--- config.mk ---
export PLATFORM = sky130hd
export DESIGN_NAME = pcm_frame_to_stereo16
export DESIGN_NICKNAME = d
export VERILOG_FILES = /design/src/sv/pcmfs_pkg.sv /design/src/sv/pcmfs_front.sv /design/src/sv/pcmfs_queue.sv /design/src/sv/pcmfs_back.sv /design/src/sv/pcm_frame_to_stereo16.sv
export VERILOG_INCLUDE_DIRS = /design/src /design/src/sv
export SDC_FILE = /design/constraint.sdc
export NUM_CORES = 2
export LEC_CHECK = 0
export ABC_AREA = 1
export BUFFER_PORTS_ARGS = -buffer_cell sky130_fd_sc_hd__buf_2
export CORE_UTILIZATION = 40
export CTS_CLUSTER_SIZE = 30
export DETAILED_ROUTE_END_ITERATION = 6
export PLACE_DENSITY = 0.64
export SYNTH_ARGS = -nofsm -noshare
export SYNTH_HDL_FRONTEND = slang
export SYNTH_SLANG_ARGS = --single-unit
--- constraint.sdc ---
create_clock -name clk -period 8.1 [get_ports clk]
set_input_delay 1.62 -clock clk [delete_from_list [all_inputs] [get_ports clk]]
set_output_delay 1.62 -clock clk [all_outputs]
set_load 0.02 [all_outputs]
--- src/sv/assert_macros.svh ---
// Assertion macros for the PCM frame converter, included by pcmfs_queue.
// Depends on nothing; included by files that check their own logic.
`ifndef ASSERT_MACROS_SVH
`define ASSERT_MACROS_SVH
`ifndef SYNTHESIS
`define ASSERT_IMPLIES(label, clk, rst_n, a, c) \
  label: assert property (@(posedge clk) disable iff (!rst_n) (a) |-> (c)) \
    else $error("assertion failed");
`define ASSERT_NEXT(label, clk, rst_n, a, c) \
  label: assert property (@(posedge clk) disable iff (!rst_n) (a) |=> (c)) \
    else $error("assertion failed");
`else
`define ASSERT_IMPLIES(label, clk, rst_n, a, c)
`define ASSERT_NEXT(label, clk, rst_n, a, c)
`endif
`endif

--- src/sv/pcmfs_pkg.sv ---
// Types and constants for the PCM frame to stereo 16-bit converter.
// Used by the front, queue, back and top level modules.
package pcmfs_pkg;

  localparam int unsigned CfgIdxW = 2;
  localparam logic [CfgIdxW-1:0] REG_IS_FLOAT    = 2'd0;
  localparam logic [CfgIdxW-1:0] REG_SAMPLE_BYTES = 2'd1;
  localparam logic [CfgIdxW-1:0] REG_CHANNELS    = 2'd2;
  localparam logic [CfgIdxW-1:0] REG_BLOCK_ALIGN = 2'd3;

  typedef struct packed {
    logic       is_float;
    logic [2:0] sample_bytes;
    logic [5:0] channel_count;
    logic [6:0] block_align;
  } cfg_t;

  // A completed frame handed from the front to the back.
  typedef struct packed {
    logic        is_float;
    logic [2:0]  sample_bytes;
    logic        mono;
    logic [31:0] left_raw;
    logic [31:0] right_raw;
  } frame_t;

  // Integer conversion to the top 16 bits.
  function automatic logic [15:0] int_convert(input logic [2:0] nbytes,
                                              input logic [31:0] raw);
    logic [15:0] res;
    begin
      unique case (nbytes)
        3'd1:    res = {raw[7:0] ^ 8'h80, 8'h00};
        3'd2:    res = raw[15:0];
        3'd3:    res = raw[23:8];
        default: res = raw[31:16];
      endcase
      return res;
    end
  endfunction

endpackage

--- src/sv/pcmfs_front.sv ---
// Front part: assembles bytes into frames and classifies the configuration.
// Depends on pcmfs_pkg.
module pcmfs_front #(
  parameter int unsigned MAX_FRAME_BYTES = 64
) (
  input  logic               clk,
  input  logic               rst_n,
  input  pcmfs_pkg::cfg_t    cfg,
  input  logic               byte_valid,
  output logic               byte_ready,
  input  logic [7:0]         data_byte,
  input  logic               packet_end,
  output logic               frm_valid,
  input  logic               frm_ready,
  output pcmfs_pkg::frame_t  frm
);

  logic [5:0]  pos_r, pos_nxt;
  logic [31:0] left_r, left_nxt, right_r, right_nxt;
  logic        cfg_ok;
  logic [8:0]  need;
  logic [6:0]  pos_inc;
  logic [2:0]  rpos;
  logic        done;
  logic        take;

  always_comb begin
    need = 9'(cfg.sample_bytes) * 9'(cfg.channel_count);
    cfg_ok = (cfg.sample_bytes >= 3'd1) && (cfg.sample_bytes <= 3'd4)
          && !(cfg.is_float && cfg.sample_bytes != 3'd4)
          && (cfg.channel_count != 6'd0) && (cfg.block_align != 7'd0)
          && (9'(cfg.block_align) <= 9'(MAX_FRAME_BYTES))
          && (9'(cfg.block_align) >= need);
  end

  assign pos_inc    = 7'(pos_r) + 7'd1;
  assign done       = cfg_ok && (pos_inc >= cfg.block_align);
  // A byte that completes a frame waits for room in the queue.
  assign byte_ready = !done || frm_ready;
  assign take       = byte_valid && byte_ready;
  assign rpos       = 3'(pos_r) - cfg.sample_bytes;

  always_comb begin
    pos_nxt   = pos_r;
    left_nxt  = left_r;
    right_nxt = right_r;
    if (take) begin
      if (!cfg_ok) begin
        pos_nxt = '0;
      end else begin
        if (7'(pos_r) < 7'(cfg.sample_bytes)) begin
          left_nxt[8*pos_r[1:0] +: 8] = data_byte;
        end else if (cfg.channel_count > 6'd1
                     && 7'(pos_r) < 7'({cfg.sample_bytes, 1'b0})) begin
          right_nxt[8*rpos[1:0] +: 8] = data_byte;
        end
        pos_nxt = done ? '0 : pos_inc[5:0];
        if (packet_end) pos_nxt = '0;
      end
    end
  end

  always_ff @(posedge clk) begin
    if (!rst_n) begin
      pos_r   <= '0;
      left_r  <= '0;
      right_r <= '0;
    end else begin
      pos_r   <= pos_nxt;
      left_r  <= left_nxt;
      right_r <= right_nxt;
    end
  end

  assign frm_valid        = byte_valid && done;
  assign frm.is_float     = cfg.is_float;
  assign frm.sample_bytes = cfg.sample_bytes;
  assign frm.mono         = (cfg.channel_count <= 6'd1);
  assign frm.left_raw     = left_nxt;
  assign frm.right_raw    = right_nxt;

endmodule

--- src/sv/pcmfs_queue.sv ---
// Two-entry queue between the front and back parts.
// Depends on pcmfs_pkg and assert_macros.svh.
`include "assert_macros.svh"
module pcmfs_queue (
  input  logic              clk,
  input  logic              rst_n,
  input  logic              wr_valid,
  output logic              wr_ready,
  input  pcmfs_pkg::frame_t wr_data,
  output logic              rd_valid,
  input  logic              rd_ready,
  output pcmfs_pkg::frame_t rd_data
);

  pcmfs_pkg::frame_t mem_r [2];
  logic       wp_r, rp_r;
  logic [1:0] cnt_r;
  logic       push, pop;

  assign wr_ready = (cnt_r != 2'd2);
  assign rd_valid = (cnt_r != 2'd0);
  assign push     = wr_valid && wr_ready;
  assign pop      = rd_valid && rd_ready;
  assign rd_data  = mem_r[rp_r];

  always_ff @(posedge clk) begin
    if (push) mem_r[wp_r] <= wr_data;
  end

  always_ff @(posedge clk) begin
    if (!rst_n) begin
      wp_r  <= 1'b0;
      rp_r  <= 1'b0;
      cnt_r <= '0;
    end else begin
      if (push) wp_r <= ~wp_r;
      if (pop)  rp_r <= ~rp_r;
      cnt_r <= cnt_r + 2'(push) - 2'(pop);
    end
  end

  `ASSERT_IMPLIES(a_cnt_range, clk, rst_n, 1'b1, cnt_r <= 2'd2)
  `ASSERT_IMPLIES(a_ptr_match, clk, rst_n, cnt_r != 2'd1, wp_r == rp_r)
  `ASSERT_NEXT(a_full_hold, clk, rst_n, cnt_r == 2'd2 && !pop, cnt_r == 2'd2)

endmodule

--- src/sv/pcmfs_back.sv ---
// Back part: converts a frame to a stereo 16-bit pair, two stages.
// Depends on pcmfs_pkg.
module pcmfs_back (
  input  logic              clk,
  input  logic              rst_n,
  input  logic              frm_valid,
  output logic              frm_ready,
  input  pcmfs_pkg::frame_t frm,
  output logic              out_valid,
  input  logic              out_ready,
  output logic [15:0]       left_sample,
  output logic [15:0]       right_sample
);

  // Float path: v * 32767 in single precision, round to nearest even,
  // then truncate toward zero. Stage 1 multiplies mantissa, stage 2 rounds.
  typedef struct packed {
    logic        is_float;
    logic [2:0]  sample_bytes;
    logic        mono;
    logic [31:0] lraw;
    logic [31:0] rraw;
    logic [39:0] lprod;
    logic [39:0] rprod;
  } s1_t;

  s1_t  s1_r;
  logic s1_v_r, out_v_r;
  logic [15:0] l_r, r_r;
  logic adv1, adv2;

  assign out_valid    = out_v_r;
  assign left_sample  = l_r;
  assign right_sample = r_r;
  assign adv2      = s1_v_r && (!out_v_r || out_ready);
  assign frm_ready = !s1_v_r || adv2;
  assign adv1      = frm_valid && frm_ready;

  function automatic logic [39:0] fmul(input logic [31:0] raw);
    return 40'({1'b1, raw[22:0]}) * 40'd32767;
  endfunction

  // Rounds the 39-bit product to 24 bits (nearest even) and truncates.
  function automatic logic [15:0] fconv(input logic [31:0] raw,
                                        input logic [39:0] prod);
    logic [7:0]  e;
    logic        big;
    logic [24:0] m;
    logic [38:0] p;
    logic        g, st;
    logic [7:0]  ee;
    logic [39:0] sh;
    logic [15:0] mag;
    int          s;
    begin
      e   = raw[30:23];
      p   = prod[38:0];
      big = p[38];
      // Keep 24 significant bits of the product.
      if (big) begin
        m  = 25'(p[38:15]);
        g  = p[14];
        st = |p[13:0];
      end else begin
        m  = 25'(p[37:14]);
        g  = p[13];
        st = |p[12:0];
      end
      if (g && (st || m[0])) m = m + 25'd1;
      ee = e + 8'(big);
      if (m[24]) begin
        m  = m >> 1;
        ee = ee + 8'd1;
      end
      // Value = m * 2^(ee - 127 - 23 + 14); integer part needs ee >= 112.
      mag = '0;
      if (ee >= 8'd112 && ee < 8'd144) begin
        s   = int'(ee) - 112;
        sh  = 40'(m) << s;
        mag = sh[39:24];
      end
      if (e == 8'd0) mag = '0;
      if (e == 8'hFF && raw[22:0] != '0) begin
        fconv = '0;
      end else if (!raw[31] && raw[30:0] >= 31'h3F80_0000) begin
        fconv = 16'h7FFF;
      end else if (raw[31] && raw[30:0] >= 31'h3F80_0000) begin
        fconv = 16'h8000;
      end else begin
        fconv = raw[31] ? 16'(-mag) : mag;
      end
    end
  endfunction

  always_ff @(posedge clk) begin
    if (adv1) begin
      s1_r.is_float     <= frm.is_float;
      s1_r.sample_bytes <= frm.sample_bytes;
      s1_r.mono         <= frm.mono;
      s1_r.lraw         <= frm.left_raw;
      s1_r.rraw         <= frm.right_raw;
      s1_r.lprod        <= fmul(frm.left_raw);
      s1_r.rprod        <= fmul(frm.right_raw);
    end
    if (adv2) begin
      if (s1_r.is_float) begin
        l_r <= fconv(s1_r.lraw, s1_r.lprod);
        r_r <= s1_r.mono ? fconv(s1_r.lraw, s1_r.lprod)
                         : fconv(s1_r.rraw, s1_r.rprod);
      end else begin
        l_r <= pcmfs_pkg::int_convert(s1_r.sample_bytes, s1_r.lraw);
        r_r <= pcmfs_pkg::int_convert(s1_r.sample_bytes,
                                      s1_r.mono ? s1_r.lraw : s1_r.rraw);
      end
    end
  end

  always_ff @(posedge clk) begin
    if (!rst_n) begin
      s1_v_r  <= 1'b0;
      out_v_r <= 1'b0;
    end else begin
      if (adv1) s1_v_r <= 1'b1;
      else if (adv2) s1_v_r <= 1'b0;
      if (adv2) out_v_r <= 1'b1;
      else if (out_ready) out_v_r <= 1'b0;
    end
  end

endmodule

--- src/sv/pcm_frame_to_stereo16.sv ---
// Top level of the PCM frame to stereo 16-bit converter.
// Depends on pcmfs_pkg, pcmfs_front, pcmfs_queue and pcmfs_back.
//
// Channel | Dir | Payload
// in_     | in  | tdata = data_byte[7:0]; tlast = packet_end
// out_    | out | tdata = left_sample[15:0], right_sample[31:16]
// cfg_    | in  | cfg_index[1:0], cfg_data[6:0]
//
// One byte is accepted per cycle; a byte that completes a frame waits
// only when the two-entry frame queue is full.
// The edge that accepts a frame's last byte writes it into the queue; the
// back part then registers the mantissa multiply and then the rounded and
// converted pair, which raises out_tvalid.
// Reset (rst_n low, synchronous) clears framing, raw bytes and valid flags.
module pcm_frame_to_stereo16 #(
  parameter int unsigned MAX_FRAME_BYTES = 64
) (
  input  logic        clk,
  input  logic        rst_n,
  input  logic        in_tvalid,
  output logic        in_tready,
  input  logic [7:0]  in_tdata,    // data_byte[7:0]
  input  logic        in_tlast,
  output logic        out_tvalid,
  input  logic        out_tready,
  output logic [31:0] out_tdata,   // left_sample[15:0], right_sample[31:16]
  input  logic        cfg_valid,
  output logic        cfg_ready,
  input  logic [1:0]  cfg_index,
  input  logic [6:0]  cfg_data
);

  pcmfs_pkg::cfg_t   cfg_r;
  pcmfs_pkg::frame_t f_frm, q_frm;
  logic f_v, f_rdy, q_v, q_rdy;
  logic [15:0] lft, rgt;

  assign cfg_ready = 1'b1;

  always_ff @(posedge clk) begin
    if (!rst_n) begin
      cfg_r.is_float      <= 1'b0;
      cfg_r.sample_bytes  <= 3'd2;
      cfg_r.channel_count <= 6'd2;
      cfg_r.block_align   <= 7'd4;
    end else if (cfg_valid) begin
      unique case (cfg_index)
        pcmfs_pkg::REG_IS_FLOAT:     cfg_r.is_float      <= cfg_data[0];
        pcmfs_pkg::REG_SAMPLE_BYTES: cfg_r.sample_bytes  <= cfg_data[2:0];
        pcmfs_pkg::REG_CHANNELS:     cfg_r.channel_count <= cfg_data[5:0];
        default:                     cfg_r.block_align   <= cfg_data;
      endcase
    end
  end

  pcmfs_front #(.MAX_FRAME_BYTES(MAX_FRAME_BYTES)) u_front (
    .clk, .rst_n, .cfg(cfg_r),
    .byte_valid(in_tvalid), .byte_ready(in_tready),
    .data_byte(in_tdata), .packet_end(in_tlast),
    .frm_valid(f_v), .frm_ready(f_rdy), .frm(f_frm)
  );

  pcmfs_queue u_queue (
    .clk, .rst_n,
    .wr_valid(f_v), .wr_ready(f_rdy), .wr_data(f_frm),
    .rd_valid(q_v), .rd_ready(q_rdy), .rd_data(q_frm)
  );

  pcmfs_back u_back (
    .clk, .rst_n,
    .frm_valid(q_v), .frm_ready(q_rdy), .frm(q_frm),
    .out_valid(out_tvalid), .out_ready(out_tready),
    .left_sample(lft), .right_sample(rgt)
  );

  assign out_tdata = {rgt, lft};

endmodule

* After elaboration in Yosys (flattened, before gate mapping)
Memory sizes are Yosys's and may differ from the RTL's. A register that Yosys moved wholly into a read port is not among the register bits.
Cells that the tools add are included.
** Storage, ports and cells
- Memories :: 1
- Input port bits :: 23
- Bits in writable memories :: 138
- Output and inout port bits :: 35
- Word-level logic and storage cells :: 208
- Register bits after elaboration :: 272
** Memories
- u_queue.mem_r :: depth 2, width 69, rd ports 1, clocked after memory_dff 1, write ports 1, line pcmfs_queue.sv:15 : pcmfs_pkg::frame_t mem_r [2];
** Operators by class
- Reductions and logical operators :: 54
- Shift-type cells :: 6
- $lt $le $gt $ge :: 15
- Multiply operators :: 3
- Bitwise gates (word level) :: 5
- Equal/unequal tests :: 9
- Mux-type cells :: 78
- Add/sub/neg operators :: 16
** Operators by type and width (count)
- $mux 25 :: 14
- $mux 16 :: 19
- $mux 32 :: 8
- $mux 24 :: 4
- $pmux 16 s3 :: 2
- $shl 25x32->40 :: 2
- $mul 24x15->39 const B :: 2
- $neg 5->34 :: 2
- $shift 8x34->32 const A :: 2
- $shiftx 8x34->32 :: 2
- $bwmux 32 :: 2
- $ge 31x30->1 const B :: 2
- $add 25x1->25 const B :: 2
- $mux 8 :: 6
- $reduce_bool 23->1 :: 2
- $neg 16->16 :: 2
- $reduce_or 14->1 :: 2
- $reduce_or 13->1 :: 2
- $logic_and 1x1->1 :: 24
- $mux 1 :: 20
- $mux 6 :: 3
- $sub 8x7->9 const B :: 2
- $add 8x1->8 :: 2
- $add 8x1->8 const B :: 2
- other kinds (33) :: 56

* Longest topological paths before layout
- Word-level depth :: 25
- Gate-level depth with buffers :: 42
- Mapped depth without buffers :: 38

* Cells and area by module
From an unflattened synthesis, not the netlist that was laid out.
** Unflattened totals
- Cell total of the unflattened synthesis :: 5113
- Area, all modules :: 41116.9 µm²
** Modules (own cells, without submodules)
- pcmfs_back :: cells each 3481, sequential area each 5355.1 µm², area an instance 27981.8 µm², times used 1
- pcmfs_front :: cells each 1272, sequential area each 1401.3 µm², area an instance 7144.4 µm², times used 1
- pcmfs_queue :: cells each 251, sequential area each 4244.1 µm², area an instance 5261.3 µm², times used 1
- pcm_frame_to_stereo16 :: cells each 109, sequential area each 340.3 µm², area an instance 729.4 µm², times used 1

* Least setup slack after synthesis
OpenSTA, ideal clock, no wires.
- Kind :: register -> register
- Start :: reg (tool-made name)
- End :: reg u_back.s1_r[37] in the netlist's numbering, data pin
- Path slack :: 482 ps
- Required time :: 7842 ps
- Library setup time :: 258 ps
- Period minus slack after synthesis :: 7618 ps
- Arrival time :: 7360 ps
- Cell stages (with the launch flop) :: 28
- Buffers on the path :: 2
- Cell sequence :: dfxtp_1 -> clkbuf_1 -> clkbuf_1 -> o21ai_0 -> inv_1 -> fa_1 -> fa_1 -> inv_1 -> fa_1 -> fa_1 -> inv_1 -> fa_1 -> inv_1 -> fa_1 -> inv_1 -> ha_1 -> nand2_1 -> o21ai_0 -> a21oi_1 -> o21a_1 -> o21ai_0 -> a21oi_1 -> o21a_1 -> o21ai_0 -> a21oi_1 -> nor2_1 -> nor2_1 -> xnor2_1
** RTL lines
- end, declared :: line pcmfs_back.sv:27 : s1_t s1_r;

==> implementation parameters <==
Parameter                              Value

Run status
  Status    finished, final reports clean

Worst setup path
  Startpoint types    flip-flop
  Max FO, Critical Path    16
  Slowest stage delay, CP    0.61 ns
  CP max stage cell    sky130_fd_sc_hd__fa_1
  Critical path's most frequent cell    sky130_fd_sc_hd__fa_1
  Arrival time worst endpoint    8.00 ns
  Critical path endpoint category    flip-flop
  Required @ worst endpoint    8.43 ns
  Setup CP Type    reg2reg

Finish
  Fill cell count    9,347
  Layout Nets    between 5,000 and 6,000
  Commonest cells after routing, fill and taps aside    873 x sky130_fd_sc_hd__nand2_1, 848 x sky130_fd_sc_hd__inv_1, 429 x sky130_fd_sc_hd__nand3_1, 349 x sky130_fd_sc_hd__fa_1, 315 x sky130_fd_sc_hd__edfxtp_1
  Most common library cell in the layout ignoring fill and taps    sky130_fd_sc_hd__nand2_1
  Area growth from synthesis to layout    7.76%
  Layout cells sized above 1    6.87%

Synthesis
  Number of enable flip-flop cells after synthesis    315
  Share of Yosys cell area claimed by the top area cell type    24.6%
  Mean cell area of the mapped netlist    roughly 8.4 um2
  Share of async-settable or async-resettable flops after synthesis    0%
  Sequential share of the synthesized area    29.5%
  Unique cell type count in the Yosys netlist    70
  Syn Nets    about 5,200
  Leading cell types by total area after synthesis    sky130_fd_sc_hd__edfxtp_1 25%, sky130_fd_sc_hd__fa_1 18%, sky130_fd_sc_hd__nand2_1 8.5%, sky130_fd_sc_hd__inv_1 8.3%, sky130_fd_sc_hd__ha_1 7.6%
  Instance count of the mapped netlist    4,589
  Cell type contributing the most total cell area after synthesis    sky130_fd_sc_hd__edfxtp_1
  Number of warning messages in the yosys log    0
  Cell area after synthesis    0.0385 mm2
  Most instantiated flip-flop cell in the synthesis netlist    sky130_fd_sc_hd__edfxtp_1
  Flop and latch count out of synthesis    409

Timing
  Least-Margin Pin Slew    1.15 ns
  Final critical delay including setup and external delays    7.66 ns
  Unrepaired setup endpoints after global routing    no
  FMAX    130 MHz
  Post-route fraction of the period consumed by the critical path    94.6%
  Setup TNS after final layout    0 ns
  Count of final max-slew check failures    0
  Slew margin rel.    22.8%
  Clock tree skew after final layout    0.0457 ns
  Final setup violation count    0
  Final Hold Violating Endpoints    0

CTS
  Root buffer cell    sky130_fd_sc_hd__clkbuf_16
  TritonCTS buffer count    46
  Level count of the clock H-tree    2
  Clock insertion delay at the later pin of the skew report    0.62 ns
  Clock slew seen by the registers of the worst setup and hold paths    0.06 ns
  CTS max path bufs    3
  Clock Sink Count    a little over 400
  TritonCTS clock tree    yes

Placed design
  Detailed Place HPWL    80,900 um
  Count of buffers from port buffering    56
  Routability cong.    0.971

Job
  Number of maximum-capacitance violations    0

Global routing
  Total global routing track utilization    around a fifth
  Overflow after GRT    0
  Vias in the first global route    29,000
  First-pass GRT wire length    160,000 um
  Initial antenna violation count    4
  Pin count of the biggest net entering global routing    79

Die
  Area of the core region    0.0952 mm2
  Initial core utilization    40.5%
  Count of pins on the block boundary    58
  DIE HEIGHT    312 um
  Die extent in x    between 300 and 400 um
  Die area    0.0975 mm2
  Site Rows    113

Drt
  Via count    30,000
  Count of unresolved DRC violations after routing    0
  DRT iter0 DRCs    2,517
  Final wirelength    100,000 um
  Average wire length per cell after detail routing    17.0 um
  Vias per std cell    5.11
  Number of nets with antenna violations after detailed routing    0
  Number of detailed-route iterations in the first pass    6

Min path
  Hold/Removal Path Class    reg2reg
==> per-layer routing <==
metal	wire length, um	GRT usage (%)
met5	32	0
met4	1550	3.79
met3	6230	2.96
met2	45100	32.5
met1	47300	29.8
==> worst max-delay path, delay by kind of cell, from the launching register on <==
| family | cells | cell delay [ns] |
|---|---|---|
| AO/OA/AOI/OAI | 12 | 2.03 |
| XOR/XNOR | 1 | 0.12 |
| adder cells (fa/ha/maj) | 7 | 3.58 |
| buffers and inverters | 3 | 0.38 |
| flip-flops | 1 | 0.48 |
| multiplexers | 1 | 0.42 |
| AND/OR/NAND/NOR | 4 | 0.38 |
==> flip-flops by register name, indices dropped and copies added (netlist names), 6 cells and up, named ones only <==
| signal | count |
|---|---|
| u_back.s1_r | 145 |
| cfg_r | 17 |
| u_back.right_sample | 16 |
| u_queue.mem_r | 138 |
| u_back.left_sample | 16 |
| u_front.pos_r | 6 |
| u_front.right_r | 32 |
| u_front.left_r | 32 |
==> cells by family after synthesis <==
| family | count (synthesis) | share of synthesized area (%) |
|---|---|---|
| other cells | 1 | 0.00974 |
| compound gates | 524 | 7.71 |
| buf+inv | 1017 | 10.5 |
| fa+ha+maj | 583 | 25.8 |
| flops | 409 | 29.5 |
| xor+xnor | 118 | 2.82 |
| mux | 75 | 2.11 |
| simple gates | 1862 | 21.6 |
==> Yosys cell counts, types with 4 or more instances <==
| cell | instances |
|---|---|
| sky130_fd_sc_hd__a211oi_1 | 6 |
| sky130_fd_sc_hd__a21oi_1 | 173 |
| sky130_fd_sc_hd__a221oi_1 | 7 |
| sky130_fd_sc_hd__a31oi_1 | 15 |
| sky130_fd_sc_hd__buf_2 | 39 |
| sky130_fd_sc_hd__buf_4 | 6 |
| sky130_fd_sc_hd__buf_6 | 22 |
| sky130_fd_sc_hd__clkbuf_1 | 78 |
| sky130_fd_sc_hd__clkinv_1 | 5 |
| sky130_fd_sc_hd__dfxtp_1 | 94 |
| sky130_fd_sc_hd__edfxtp_1 | 315 |
| sky130_fd_sc_hd__fa_1 | 350 |
| sky130_fd_sc_hd__ha_1 | 233 |
| sky130_fd_sc_hd__inv_1 | 849 |
| sky130_fd_sc_hd__inv_2 | 14 |
| sky130_fd_sc_hd__mux2_2 | 49 |
| sky130_fd_sc_hd__mux2i_1 | 26 |
| sky130_fd_sc_hd__nand2_1 | 873 |
| sky130_fd_sc_hd__nand2_2 | 20 |
| sky130_fd_sc_hd__nand2_4 | 4 |
| sky130_fd_sc_hd__nand3_1 | 429 |
| sky130_fd_sc_hd__nand3_2 | 6 |
| sky130_fd_sc_hd__nand3b_1 | 7 |
| sky130_fd_sc_hd__nand4_1 | 137 |
| sky130_fd_sc_hd__nand4_2 | 5 |
| sky130_fd_sc_hd__nor2_1 | 298 |
| sky130_fd_sc_hd__nor2_2 | 14 |
| sky130_fd_sc_hd__nor2_4 | 6 |
| sky130_fd_sc_hd__nor3_1 | 26 |
| sky130_fd_sc_hd__nor4_1 | 17 |
| sky130_fd_sc_hd__o2111ai_1 | 5 |
| sky130_fd_sc_hd__o211ai_1 | 11 |
| sky130_fd_sc_hd__o21a_1 | 12 |
| sky130_fd_sc_hd__o21ai_0 | 199 |
| sky130_fd_sc_hd__o21ai_1 | 39 |
| sky130_fd_sc_hd__o21ai_2 | 7 |
| sky130_fd_sc_hd__o221ai_1 | 9 |
| sky130_fd_sc_hd__o22ai_1 | 8 |
| sky130_fd_sc_hd__o31ai_1 | 6 |
| sky130_fd_sc_hd__o32ai_1 | 8 |
| sky130_fd_sc_hd__or2_2 | 8 |
| sky130_fd_sc_hd__xnor2_1 | 34 |
| sky130_fd_sc_hd__xor2_1 | 80 |
==> per-stage QoR <==
step | hold slack [ns] | setup slack [ns] | cells | util, % | cell area, um2
4_1_cts | 0.453 | 0.208 | 5878 | 43.5 | 41400
6_report | 0.465 | 0.435 | 5883 | 43.6 | 41500
2_1_floorplan | 0.424 | 0.482 | 4589 | - | 38500
3_3_place_gp | 0.439 | 0.418 | 5793 | 41.9 | 39900
5_1_grt | 0.488 | 0.00350 | 5881 | 43.6 | 41500
3_5_place_dp | 0.443 | 0.239 | 5793 | 41.9 | 39900
==> path summary, 6_finish.rpt <==
path	startpoint	end	slack, ns	cells after the start
worst max register to register	flip-flop	u_back.s1_r[37]	0.44	28
worst max-delay path	flip-flop	u_back.s1_r[37]	0.44	28
worst min-delay path	u_queue.rp_r	u_queue.rp_r	0.46	1
worst min register to register	u_queue.rp_r	u_queue.rp_r	0.46	1
==> layout make-up <==
| class | instances | area, um2 | area share, % |
|---|---|---|---|
| clock buffers | 59 | 1260 | 3.04 |
| multi-input cells | 3163 | 23100 | 55.8 |
| repair buffers | 89 | 552 | 1.33 |
| flip-flops and latches | 409 | 11300 | 27.4 |
| clock inverters | 26 | 310 | 0.748 |
| inverters | 869 | 3270 | 7.88 |
| diodes | 3 | 7.51 | 0.0181 |
| well taps | 1265 | 1580 | 3.82 |
==> what timing repair did <==
item                                    CTS  global route
endpoints found under the setup margin    0             3
setup buffers                             0             2
hold buffers                              0             0
resized for setup                         0            10
Power is left out: the tool's default activity adds up to more than one toggle a clock period on the data nets, which glitch-free logic cannot reach.
